$ cat src/rtl/assert_macros.svh
// Assertion macros used by the RTL of the bit set block.
`ifndef ASSERT_MACROS_SVH
`define ASSERT_MACROS_SVH
`ifndef SYNTH
`define ASSERT_SAME(lbl, clk, rst_n, ante, cons, msg) \
    lbl: assert property (@(posedge clk) disable iff (!rst_n) (ante) |-> (cons)) \
        else $error(msg);
`define ASSERT_NEXT(lbl, clk, rst_n, ante, cons, msg) \
    lbl: assert property (@(posedge clk) disable iff (!rst_n) (ante) |=> (cons)) \
        else $error(msg);
`else
`define ASSERT_SAME(lbl, clk, rst_n, ante, cons, msg)
`define ASSERT_NEXT(lbl, clk, rst_n, ante, cons, msg)
`endif
`endif

$ cat src/rtl/bsrf_pkg.sv
// Package with constants, action codes and helpers for the bit set block.
package bsrf_pkg;

    localparam int WORDS_DEFAULT = 32;
    localparam int WORD_BITS     = 32;

    typedef enum logic [2:0] {
        ACT_CLEAR = 3'd0,
        ACT_ADD   = 3'd1,
        ACT_RANGE = 3'd2,
        ACT_HIGH  = 3'd3,
        ACT_LIST  = 3'd4
    } t_action;

    // Position of the highest set bit; zero for an empty word.
    function automatic logic [4:0] top_bit(input logic [31:0] w);
        logic [4:0] b;
        b = 5'd0;
        for (int i = 0; i < 32; i++) begin
            if (w[i]) begin
                b = 5'(i);
            end
        end
        return b;
    endfunction

endpackage

$ cat src/rtl/bitset_range_fill_find_highest.sv
// Bit set held in a word memory with clear, add, range fill, highest and list actions.
//
//  channel | direction | handshake                 | payload
//  --------+-----------+---------------------------+--------------------------------
//  in      | input     | i_in_valid / o_in_stall   | action, first/end member, word
//  out     | output    | o_out_valid / i_out_stall | member, found, error, last
//
// One item is worked on at a time; the memory port walks one word per cycle.
// Clear writes every word; add and range fill read and write back each word touched;
// highest scans down from the top word to the first set one; listing emits one item
// per member (a single not-found item for an empty word); a rejected or empty request
// goes straight to its reply. After reset every word is cleared with the input stalled.
// A held result in the output register stalls only the cycle that must emit next.
`include "assert_macros.svh"

module bitset_range_fill_find_highest #(
    parameter int WORDS = bsrf_pkg::WORDS_DEFAULT
) (
    input  logic        i_clk,
    input  logic        i_rst_n,
    input  logic        i_in_valid,
    output logic        o_in_stall,
    input  logic [2:0]  i_action,
    input  logic [9:0]  i_first_member,
    input  logic [10:0] i_end_member,
    input  logic [4:0]  i_word_index,
    output logic        o_out_valid,
    input  logic        i_out_stall,
    output logic [9:0]  o_member,
    output logic        o_found,
    output logic        o_error,
    output logic        o_last
);

    localparam int AW = (WORDS > 1) ? $clog2(WORDS) : 1;
    localparam logic [16:0] CAP = 17'(WORDS * bsrf_pkg::WORD_BITS);
    localparam logic [16:0] WORDS17 = 17'(WORDS);

    typedef enum logic [6:0] {
        S_CLEAR = 7'b0000001,
        S_IDLE  = 7'b0000010,
        S_RANGE = 7'b0000100,
        S_HIGH  = 7'b0001000,
        S_LLOAD = 7'b0010000,
        S_LIST  = 7'b0100000,
        S_DONE  = 7'b1000000
    } t_state;

    function automatic logic [AW-1:0] to_addr(input logic [4:0] v);
        logic [15:0] t;
        t = 16'(v);
        return t[AW-1:0];
    endfunction

    logic [31:0] r_mem [WORDS];
    logic [31:0] r_rdata;

    t_state      r_state, n_state;
    logic [AW-1:0] r_addr, n_addr;
    logic [AW-1:0] r_paddr, n_paddr;
    logic        r_pend, n_pend;
    logic        r_iss, n_iss;
    logic        r_clr_reply, n_clr_reply;
    logic [9:0]  r_s, n_s;
    logic [10:0] r_e, n_e;
    logic [4:0]  r_wi, n_wi;
    logic [31:0] r_word, n_word;
    logic [9:0]  r_res_member, n_res_member;
    logic        r_res_found, n_res_found;
    logic        r_res_error, n_res_error;
    logic        r_ov;
    logic [9:0]  r_om;
    logic        r_of, r_oe, r_ol;

    logic          rd_en, we;
    logic [AW-1:0] rd_addr, wr_addr;
    logic [31:0]   wr_data;
    logic          emit, e_found, e_error, e_last;
    logic [9:0]    e_member;
    logic          can_emit, accept;

    logic [AW-1:0] sw, ew;
    logic [10:0]   em1;
    logic [31:0]   mask;
    logic [4:0]    top_r, top_w;
    logic [31:0]   word_cl;
    logic [15:0]   pwide;

    assign accept   = i_in_valid && (r_state == S_IDLE);
    assign can_emit = !r_ov || !i_out_stall;

    assign em1   = r_e - 11'd1;
    assign sw    = to_addr(r_s[9:5]);
    assign ew    = to_addr(em1[9:5]);
    assign top_r = bsrf_pkg::top_bit(r_rdata);
    assign top_w = bsrf_pkg::top_bit(r_word);
    assign pwide = 16'(r_paddr);
    assign word_cl = r_word & ~(32'd1 << top_w);

    always_comb begin
        mask = '1;
        if (r_paddr == sw) begin
            mask = mask & ('1 << r_s[4:0]);
        end
        if (r_paddr == ew) begin
            mask = mask & ('1 >> (5'd31 - em1[4:0]));
        end
    end

    always_comb begin
        n_state      = r_state;
        n_addr       = r_addr;
        n_paddr      = r_paddr;
        n_pend       = r_pend;
        n_iss        = r_iss;
        n_clr_reply  = r_clr_reply;
        n_s          = r_s;
        n_e          = r_e;
        n_wi         = r_wi;
        n_word       = r_word;
        n_res_member = r_res_member;
        n_res_found  = r_res_found;
        n_res_error  = r_res_error;
        rd_en        = 1'b0;
        rd_addr      = r_addr;
        we           = 1'b0;
        wr_addr      = r_addr;
        wr_data      = '0;
        emit         = 1'b0;
        e_member     = '0;
        e_found      = 1'b0;
        e_error      = 1'b0;
        e_last       = 1'b1;

        case (r_state)
            S_CLEAR: begin
                we = 1'b1;
                if (r_addr == AW'(WORDS - 1)) begin
                    n_res_member = '0;
                    n_res_found  = 1'b0;
                    n_res_error  = 1'b0;
                    n_state      = r_clr_reply ? S_DONE : S_IDLE;
                    n_clr_reply  = 1'b0;
                end else begin
                    n_addr = r_addr + AW'(1);
                end
            end
            S_IDLE: begin
                if (accept) begin
                    n_res_member = '0;
                    n_res_found  = 1'b0;
                    n_res_error  = 1'b0;
                    n_iss        = 1'b0;
                    n_pend       = 1'b0;
                    n_state      = S_DONE;
                    case (bsrf_pkg::t_action'(i_action))
                        bsrf_pkg::ACT_CLEAR: begin
                            n_addr      = '0;
                            n_clr_reply = 1'b1;
                            n_state     = S_CLEAR;
                        end
                        bsrf_pkg::ACT_ADD: begin
                            if (17'(i_first_member) >= CAP) begin
                                n_res_error = 1'b1;
                            end else begin
                                n_s     = i_first_member;
                                n_e     = 11'(i_first_member) + 11'd1;
                                n_addr  = to_addr(i_first_member[9:5]);
                                n_state = S_RANGE;
                            end
                        end
                        bsrf_pkg::ACT_RANGE: begin
                            if (11'(i_first_member) > i_end_member
                                    || 17'(i_end_member) > CAP) begin
                                n_res_error = 1'b1;
                            end else if (11'(i_first_member) != i_end_member) begin
                                n_s     = i_first_member;
                                n_e     = i_end_member;
                                n_addr  = to_addr(i_first_member[9:5]);
                                n_state = S_RANGE;
                            end
                        end
                        bsrf_pkg::ACT_HIGH: begin
                            n_addr  = AW'(WORDS - 1);
                            n_state = S_HIGH;
                        end
                        bsrf_pkg::ACT_LIST: begin
                            if (17'(i_word_index) >= WORDS17) begin
                                n_res_error = 1'b1;
                            end else begin
                                rd_en   = 1'b1;
                                rd_addr = to_addr(i_word_index);
                                n_wi    = i_word_index;
                                n_state = S_LLOAD;
                            end
                        end
                        default: begin
                            n_res_error = 1'b1;
                        end
                    endcase
                end
            end
            S_RANGE: begin
                we      = r_pend;
                wr_addr = r_paddr;
                wr_data = r_rdata | mask;
                rd_en   = !r_iss;
                n_pend  = !r_iss;
                n_paddr = r_addr;
                if (!r_iss) begin
                    if (r_addr == ew) begin
                        n_iss = 1'b1;
                    end else begin
                        n_addr = r_addr + AW'(1);
                    end
                end else if (!r_pend) begin
                    n_state = S_DONE;
                end
            end
            S_HIGH: begin
                rd_en   = !r_iss;
                n_pend  = !r_iss;
                n_paddr = r_addr;
                if (!r_iss) begin
                    if (r_addr == '0) begin
                        n_iss = 1'b1;
                    end else begin
                        n_addr = r_addr - AW'(1);
                    end
                end
                if (r_pend && (r_rdata != '0)) begin
                    n_res_member = {pwide[4:0], top_r};
                    n_res_found  = 1'b1;
                    n_state      = S_DONE;
                end else if (r_pend && (r_paddr == '0)) begin
                    n_state = S_DONE;
                end
            end
            S_LLOAD: begin
                n_word  = r_rdata;
                n_state = (r_rdata == '0) ? S_DONE : S_LIST;
            end
            S_LIST: begin
                if (can_emit) begin
                    emit     = 1'b1;
                    e_member = {r_wi, top_w};
                    e_found  = 1'b1;
                    e_last   = (word_cl == '0);
                    n_word   = word_cl;
                    if (word_cl == '0) begin
                        n_state = S_IDLE;
                    end
                end
            end
            S_DONE: begin
                if (can_emit) begin
                    emit     = 1'b1;
                    e_member = r_res_member;
                    e_found  = r_res_found;
                    e_error  = r_res_error;
                    n_state  = S_IDLE;
                end
            end
            default: begin
                n_state = S_IDLE;
            end
        endcase
    end

    always_ff @(posedge i_clk) begin
        if (we) begin
            r_mem[wr_addr] <= wr_data;
        end
        if (rd_en) begin
            r_rdata <= r_mem[rd_addr];
        end
    end

    always_ff @(posedge i_clk) begin
        if (!i_rst_n) begin
            r_state     <= S_CLEAR;
            r_addr      <= '0;
            r_pend      <= 1'b0;
            r_iss       <= 1'b0;
            r_clr_reply <= 1'b0;
            r_ov        <= 1'b0;
        end else begin
            r_state     <= n_state;
            r_addr      <= n_addr;
            r_pend      <= n_pend;
            r_iss       <= n_iss;
            r_clr_reply <= n_clr_reply;
            if (emit) begin
                r_ov <= 1'b1;
            end else if (!i_out_stall) begin
                r_ov <= 1'b0;
            end
        end
    end

    always_ff @(posedge i_clk) begin
        r_paddr      <= n_paddr;
        r_s          <= n_s;
        r_e          <= n_e;
        r_wi         <= n_wi;
        r_word       <= n_word;
        r_res_member <= n_res_member;
        r_res_found  <= n_res_found;
        r_res_error  <= n_res_error;
        if (emit) begin
            r_om <= e_member;
            r_of <= e_found;
            r_oe <= e_error;
            r_ol <= e_last;
        end
    end

    assign o_in_stall  = (r_state != S_IDLE);
    assign o_out_valid = r_ov;
    assign o_member    = r_om;
    assign o_found     = r_of;
    assign o_error     = r_oe;
    assign o_last      = r_ol;

    `ASSERT_SAME(a_rmw_no_overlap, i_clk, i_rst_n, we && rd_en, rd_addr != wr_addr, "read and write hit the same word")
    `ASSERT_SAME(a_write_states, i_clk, i_rst_n, we, (r_state == S_CLEAR) || (r_state == S_RANGE), "memory written outside clear or fill")
    `ASSERT_NEXT(a_list_end, i_clk, i_rst_n, (r_state == S_LIST) && emit && e_last, r_state == S_IDLE, "listing did not end after last item")
    `ASSERT_SAME(a_found_ok, i_clk, i_rst_n, o_out_valid && o_found, !o_error, "found item flagged as error")

endmodule
$ cat config.mk
export PLATFORM = sky130hd
export DESIGN_NAME = bitset_range_fill_find_highest
export DESIGN_NICKNAME = d
export VERILOG_FILES = /design/src/rtl/bsrf_pkg.sv /design/src/rtl/bitset_range_fill_find_highest.sv
export VERILOG_INCLUDE_DIRS = /design/src /design/src/rtl
export SDC_FILE = /design/constraint.sdc
export NUM_CORES = 2
export LEC_CHECK = 0
export ABC_AREA = 1
export BUFFER_PORTS_ARGS = -buffer_cell sky130_fd_sc_hd__buf_2
export CORE_ASPECT_RATIO = 0.8
export CORE_MARGIN = 1
export CORE_UTILIZATION = 60
export CTS_CLUSTER_SIZE = 10
export DETAILED_ROUTE_END_ITERATION = 10
export PLACE_DENSITY_LB_ADDON = 0.2
export RECOVER_POWER = 100
export SYNTH_ARGS = -nofsm -noshare
export SYNTH_HDL_FRONTEND = slang
export SYNTH_SLANG_ARGS = --single-unit
$ cat constraint.sdc
create_clock -name i_clk -period 9.32 [get_ports i_clk]
set_input_delay 0.932 -clock i_clk [delete_from_list [all_inputs] [get_ports i_clk]]
set_output_delay 0.932 -clock i_clk [all_outputs]
set_load 0.01 [all_outputs]
=== After elaboration in Yosys (flattened, before gate mapping) ===
Memories as Yosys holds them, arrays and structs flattened. A register that Yosys moved wholly into a read port is not among the register bits.
Index checks and enable logic that the tools add are counted.

* Memories kept: 1
* Output and inout bits: 15
* Flip-flop bits (word level): 103
* RAM bits: 1024

* Shift-type cells: 3
* Multiplexer cells: 138
* Bitwise gates (word level): 4
* Reduce and logical (&&, ||, !) cells: 36
* Order comparisons: 2
* Add/subtract/negate cells: 5
* Equal/unequal tests: 38

{| class="wikitable"
|+ Memories
! memory !! depth !! width !! rd ports !! clocked after memory_dff !! write ports !! RTL line !! text
|-
| r_mem || 32 || 32 || 1 || 1 || 1 || bitset_range_fill_find_highest.sv:55 || <nowiki>logic [31:0] r_mem [WORDS];</nowiki>
|}

{| class="wikitable"
|+ Operators by type and width
! cell !! count
|-
| 5-bit two-way mux || 72
|-
| 32-bit two-way mux || 4
|-
| 7-bit two-way mux || 13
|-
| 10-bit two-way mux || 9
|-
| 32-bit bitwise AND || 2
|-
| 32-bit logical NOT || 2
|-
| 32-bit case mux with 2 select lines || 1
|-
| 10-bit case mux with 2 select lines || 3
|-
| 7-bit case mux with 7 select lines || 1
|-
| 5-bit case mux with 4 select lines || 2
|-
| 7-bit case mux with 5 select lines || 1
|-
| 32-bit inverter || 1
|-
| 32-bit OR || 1
|-
| 32-bit nonzero test || 1
|-
| 1-bit by 5-bit left shift with 32-bit output, first input constant || 1
|-
| 32-bit by 5-bit left shift with 32-bit output, first input constant || 1
|-
| 32-bit by 5-bit right shift with 32-bit output, first input constant || 1
|-
| 2-bit != test, second input constant || 15
|-
| 10-bit case mux with 3 select lines || 1
|-
| 1-bit two-way mux || 22
|-
| 5-bit == test || 3
|-
| 1-bit case mux with 2 select lines || 7
|-
| 10-bit by 11-bit > comparator with 1-bit output || 1
|-
| 11-bit > comparator, second input constant || 1
|-
| other kinds (38) || 60
|}

=== Depth between registers and ports, before layout ===
* Depth in word-level cells: 38
* Gate-level depth with buffers: 45
* Depth with buffers taken out: 45

=== Worst setup path after synthesis ===
Ideal clock, no wire load.

* Kind: input to register
* From: input port i_action[1]
* To: register r_rdata[0] (read register of r_mem) (enable)
* Buffers on the path: 0
* Cell stages on the path: 5
* Data arrival time: 3.593 ns
* Path slack: 5.261 ns
* Setup time: 0.466 ns
* Data required time: 8.854 ns
* Cells stage by stage: nor2_1 inv_1 nor2_1 inv_1 o21ai_0

* Cells in the longest elaborated chain, start to end: 4

{| class="wikitable"
|+ Ends and longest elaborated chain
! element !! RTL line !! text
|-
| from (decl) || bitset_range_fill_find_highest.sv:23 || <nowiki>input logic [2:0] i_action,</nowiki>
|-
| 3-bit == test || bitset_range_fill_find_highest.sv:156 || <nowiki>case (bsrf_pkg::t_action'(i_action))</nowiki>
|-
| 1-bit two-way mux || bitset_range_fill_find_highest.sv:156 ||
|-
| 1-bit two-way mux || bitset_range_fill_find_highest.sv:149 || <nowiki>if (accept) begin</nowiki>
|-
| 1-bit case mux with 2 select lines || bitset_range_fill_find_highest.sv:135 || <nowiki>case (r_state)</nowiki>
|-
| via rd_en || bitset_range_fill_find_highest.sv:75 || <nowiki>logic rd_en, we;</nowiki>
|-
| to (decl) || bitset_range_fill_find_highest.sv:56 || <nowiki>logic [31:0] r_rdata;</nowiki>
|}

The timed path passes the listed nets, and every way through them passes these cells.
A chain may end at the register's enable or synchronous reset.

=== Final worst setup path ===
* From: register r_state[4]
* To: memory r_mem[24][10] (enable)

* Cells in the longest elaborated chain, start to end: 4

{| class="wikitable"
|+ Ends and longest elaborated chain
! element !! RTL line !! text
|-
| from (decl) || bitset_range_fill_find_highest.sv:58 || <nowiki>t_state r_state, n_state;</nowiki>
|-
| from (signal assigned) || bitset_range_fill_find_highest.sv:288 || <nowiki>r_state <= n_state;</nowiki>
|-
| 7-bit by 3-bit == test with 1-bit output or 7-bit by 1-bit == test with 1-bit output (tied branches) || bitset_range_fill_find_highest.sv:135 ||
|-
| 1-bit case mux with 2 select lines || bitset_range_fill_find_highest.sv:135 ||
|-
| 1-bit two-way mux || bitset_range_fill_find_highest.sv:271 || <nowiki>if (we) begin</nowiki>
|-
| 1-bit two-way mux (not written as such) || bitset_range_fill_find_highest.sv:272 || <nowiki>r_mem[wr_addr] <= wr_data;</nowiki>
|-
| to (decl) || bitset_range_fill_find_highest.sv:55 ||
|}

Several ways; a longest one is shown, not always the timed one.

==> flow_summary.ini <==
[synthesis]
ys.flop_type = edfxtp_1
synth_top_area_share_pct = 70.9
synth_nets = 3865
yosysTopAreaCell = edfxtp_1
yosysUniqueCellTypes = 49
synth_edf_count = 1143
seq_area_frac_synth_pct = 71.5
syn-cell-area_mm2 = 0.0484
ys.warnings.count = 0
ys_ff_latch = 1159
synthArstFlopShare_pct = 0
syn-mean-instance-area_um2 = 12.7
synth_cells = 3813
synthTopCellsByArea = edfxtp_1 71%, nor2_1 5.5%, o21ai_0 3.9%

[grt]
grt-ovfl-total = 0
grt_pass1_wl_um = 198000
grt_pass1_vias = 30800
gr-usage-all-layers_pct = 33.1
antenna_found_initial = 2
grt_max_degree = 225

[clocking]
clk_pin_slew_ns = 0.06
cts_setup_buffers = 0
ctsResizeCount = 0
worstSkewPairLatency_ns = 0.73
cts-root-buf = clkbuf_16
cts_buffers = 134
cts_tree = yes
hold_buffers = 0
clockBufferDepth = 3
clock_sinks = 1159
htreeDepth = 4

[power_and_ir_drop]
leakage_nw = 17.5
switching_share_pct = 31.4
switchingPower_mw = 4.48
p_clk_share_pct = 32.1
cellPowerDensity_mw_per_mm2 = 268
intPower_mw = 9.79
comb_power_share_pct = 23.4
power_frac_seq_pct = 44.5
peakVddDrop_mv = 0.230

[timing]
drv_slew = 928
setup-violations-final = 0
period_needed_ns = 7.22
fmax_mhz = 139
worstMarginPinSlew_ns = 3.76
setup_slack_ns = 2.10
finalClockSkew_ns = 0.0292
fin_setup_tns_ns = 0
period_share_pct = 77.5
hold_viol = 0
max_slew_margin_pct = -150
rsz0062_at_grt = false

[placed_design]
dpl.hpwl_um = 68500
post-place-ws_ns = 4.17
gp_congestion = 0.944
io_buffers = 47

[setup_path]
critPathSlowestCell = clkbuf_1
r2r_slack_ns = 2.10
cp_top_family = buffers and inverters
arrival_ns = 7.46
critPathKind = reg -> reg
critical_path.endpoint_type = register
timing.critical_path.buf_inv = 5
start_kind = register
rr_startpoint = r_state[4]
critPathMaxFanout = 33
r2r-end = r_mem[24][10]
cpMostUsedCell = inv_1
rr_worst_depth = 11
slowest_delay_ns = 2.58
critPathRequiredTime_ns = 9.56
cp_cell_sequence = nor2_1 -> inv_1 -> nor2_1 -> inv_1 -> nor4_1 -> clkbuf_1 -> inv_1 -> o21ai_0 -> nand3_1 -> nor2_4 -> clkbuf_1
worstSetupStartpoint = r_state[4]

[worst_hold_path]
min_path_type = in -> reg
min_path_cells = 1
worstHoldStart = i_first_member[9]
min_to = r_s[9]

[final_layout]
nNetsFinal = 3880
final_common_cell = edfxtp_1
drive_gt1_share_pct = 6.64
final_core_util_pct = 67.3
syn2layout_area_growth_pct = 10.2
layout_common_cells = 1143 x edfxtp_1, 696 x nor2_1, 384 x o21ai_0

[routing]
drc = 0
vias_per_cell = 6.67
vias = 32600
first_pass_iters = 6
wirelength_um = 135000
avgRoutedWirePerCell_um = 27.7
antenna_left = 0
first_iter_violations = 5302

[floorplan]
rows = 92
die_area_mm2 = 0.0818
start_util_pct = 61.1
io_pins = 48
core_area_mm2 = 0.0793
die_x_um = 320
chipHeight_um = 256

[outcome]
violations = max-capacitance violations, max-slew violations
status = complete, but fails checks

[flow_run]
drv_cap = 31
worst max path at each step:
stage	to	slack [ns]	depth (start not counted)
global placement	r_rdata[13]	4.35	17
floorplan	r_rdata[0]	5.26	5
detailed placement	r_rdata[13]	4.17	15
finish	r_mem[24][10]	2.10	11
global route	r_mem[24][16]	1.84	11
CTS	r_rdata[13]	4.16	15
synth_stat cells (all sizes together), types with 2 or more instances:
| library cell | n |
|---|---|
| o21ai | 386 |
| o31ai | 2 |
| nand4 | 14 |
| dfxtp | 16 |
| xnor2 | 5 |
| a31oi | 60 |
| o211a | 7 |
| o22ai | 3 |
| nor4 | 10 |
| mux2i | 4 |
| ha | 18 |
| a211oi | 3 |
| nand2 | 258 |
| xor2 | 24 |
| o221ai | 204 |
| o21bai | 203 |
| o2111ai | 2 |
| edfxtp | 1143 |
| buf | 24 |
| a311oi | 8 |
| nand3 | 103 |
| nor2 | 725 |
| o32ai | 56 |
| o211ai | 51 |
| clkbuf | 211 |
| nor3 | 9 |
| inv | 186 |
| or2 | 4 |
| a21oi | 63 |
| a221oi | 4 |
cell type report:
type | instances | area, um2
Tap cell | 1034 | 1290
Antenna cell | 3 | 7.51
Timing Repair Buffer | 114 | 658
Clock inverter | 10 | 118
Fill cell | 5639 | 26000
Sequential cell | 1159 | 34600
Multi-Input combinational cell | 2232 | 12300
Clock buffer | 152 | 3560
Inverter | 187 | 717
kinds of logic (layout without fill, tap and decap cells):
logic type | after synthesis | after routing | share of synthesized area (%)
other | 0 | 3 | 0
buffers and inverters | 422 | 463 | 3.34
flip-flops | 1159 | 1159 | 71.5
XOR/XNOR | 29 | 29 | 0.525
multiplexers | 4 | 4 | 0.0827
AO/OA/AOI/OAI | 1056 | 1056 | 14.7
adder cells (fa/ha/maj) | 19 | 19 | 0.506
AND/OR/NAND/NOR | 1124 | 1124 | 9.34
flip-flops by register name, summed over array words and instances (netlist names), 5 cells and up:
signal and cells:
r_paddr 5, r_addr 5, r_wi 5, r_e 10, r_word 32, r_state 7
r_mem 1024, r_rdata 32, r_res_member 10, o_member 10, r_s 10
power by group through the flow:
| stage | combinational, mW | sequential [mW] | clock (mW) |
|---|---|---|---|
| 6_report | 3.34 | 6.35 | 4.58 |
| 5_1_grt | 3.64 | 6.36 | 4.81 |
| 4_1_cts | 3.34 | 6.32 | 4.62 |
| 3_5_place_dp | 3.32 | 6.43 | 0 |
| 3_3_place_gp | 3.26 | 6.42 | 0 |
| 2_1_floorplan | 2.31 | 6.37 | 0 |
per-layer routing:
metal  part of all wire, %  vias to the layer above  track usage (%)
met4                   4.1                        0             14.2
met5                     0                        -                0
met2                    44                     2044             48.7
li1                      -                    14200                -
met1                    40                    16000             48.5
met3                    12                      345             6.31
per-stage QoR:
| stage | total power [mW] | area [um2] | hold slack (ns) | instances |
|---|---|---|---|---|
| 6_report | 14.3 | 53300 | 0.481 | 4891 |
| 3_3_place_gp | 9.69 | 50000 | 0.481 | 4726 |
| 2_1_floorplan | 8.68 | 48400 | 0.452 | 3813 |
| 4_1_cts | 14.3 | 53700 | 0.395 | 4888 |
| 3_5_place_dp | 9.75 | 50000 | 0.484 | 4726 |
| 5_1_grt | 14.8 | 53300 | 0.468 | 4888 |
Power figures use the tool's default switching activity.
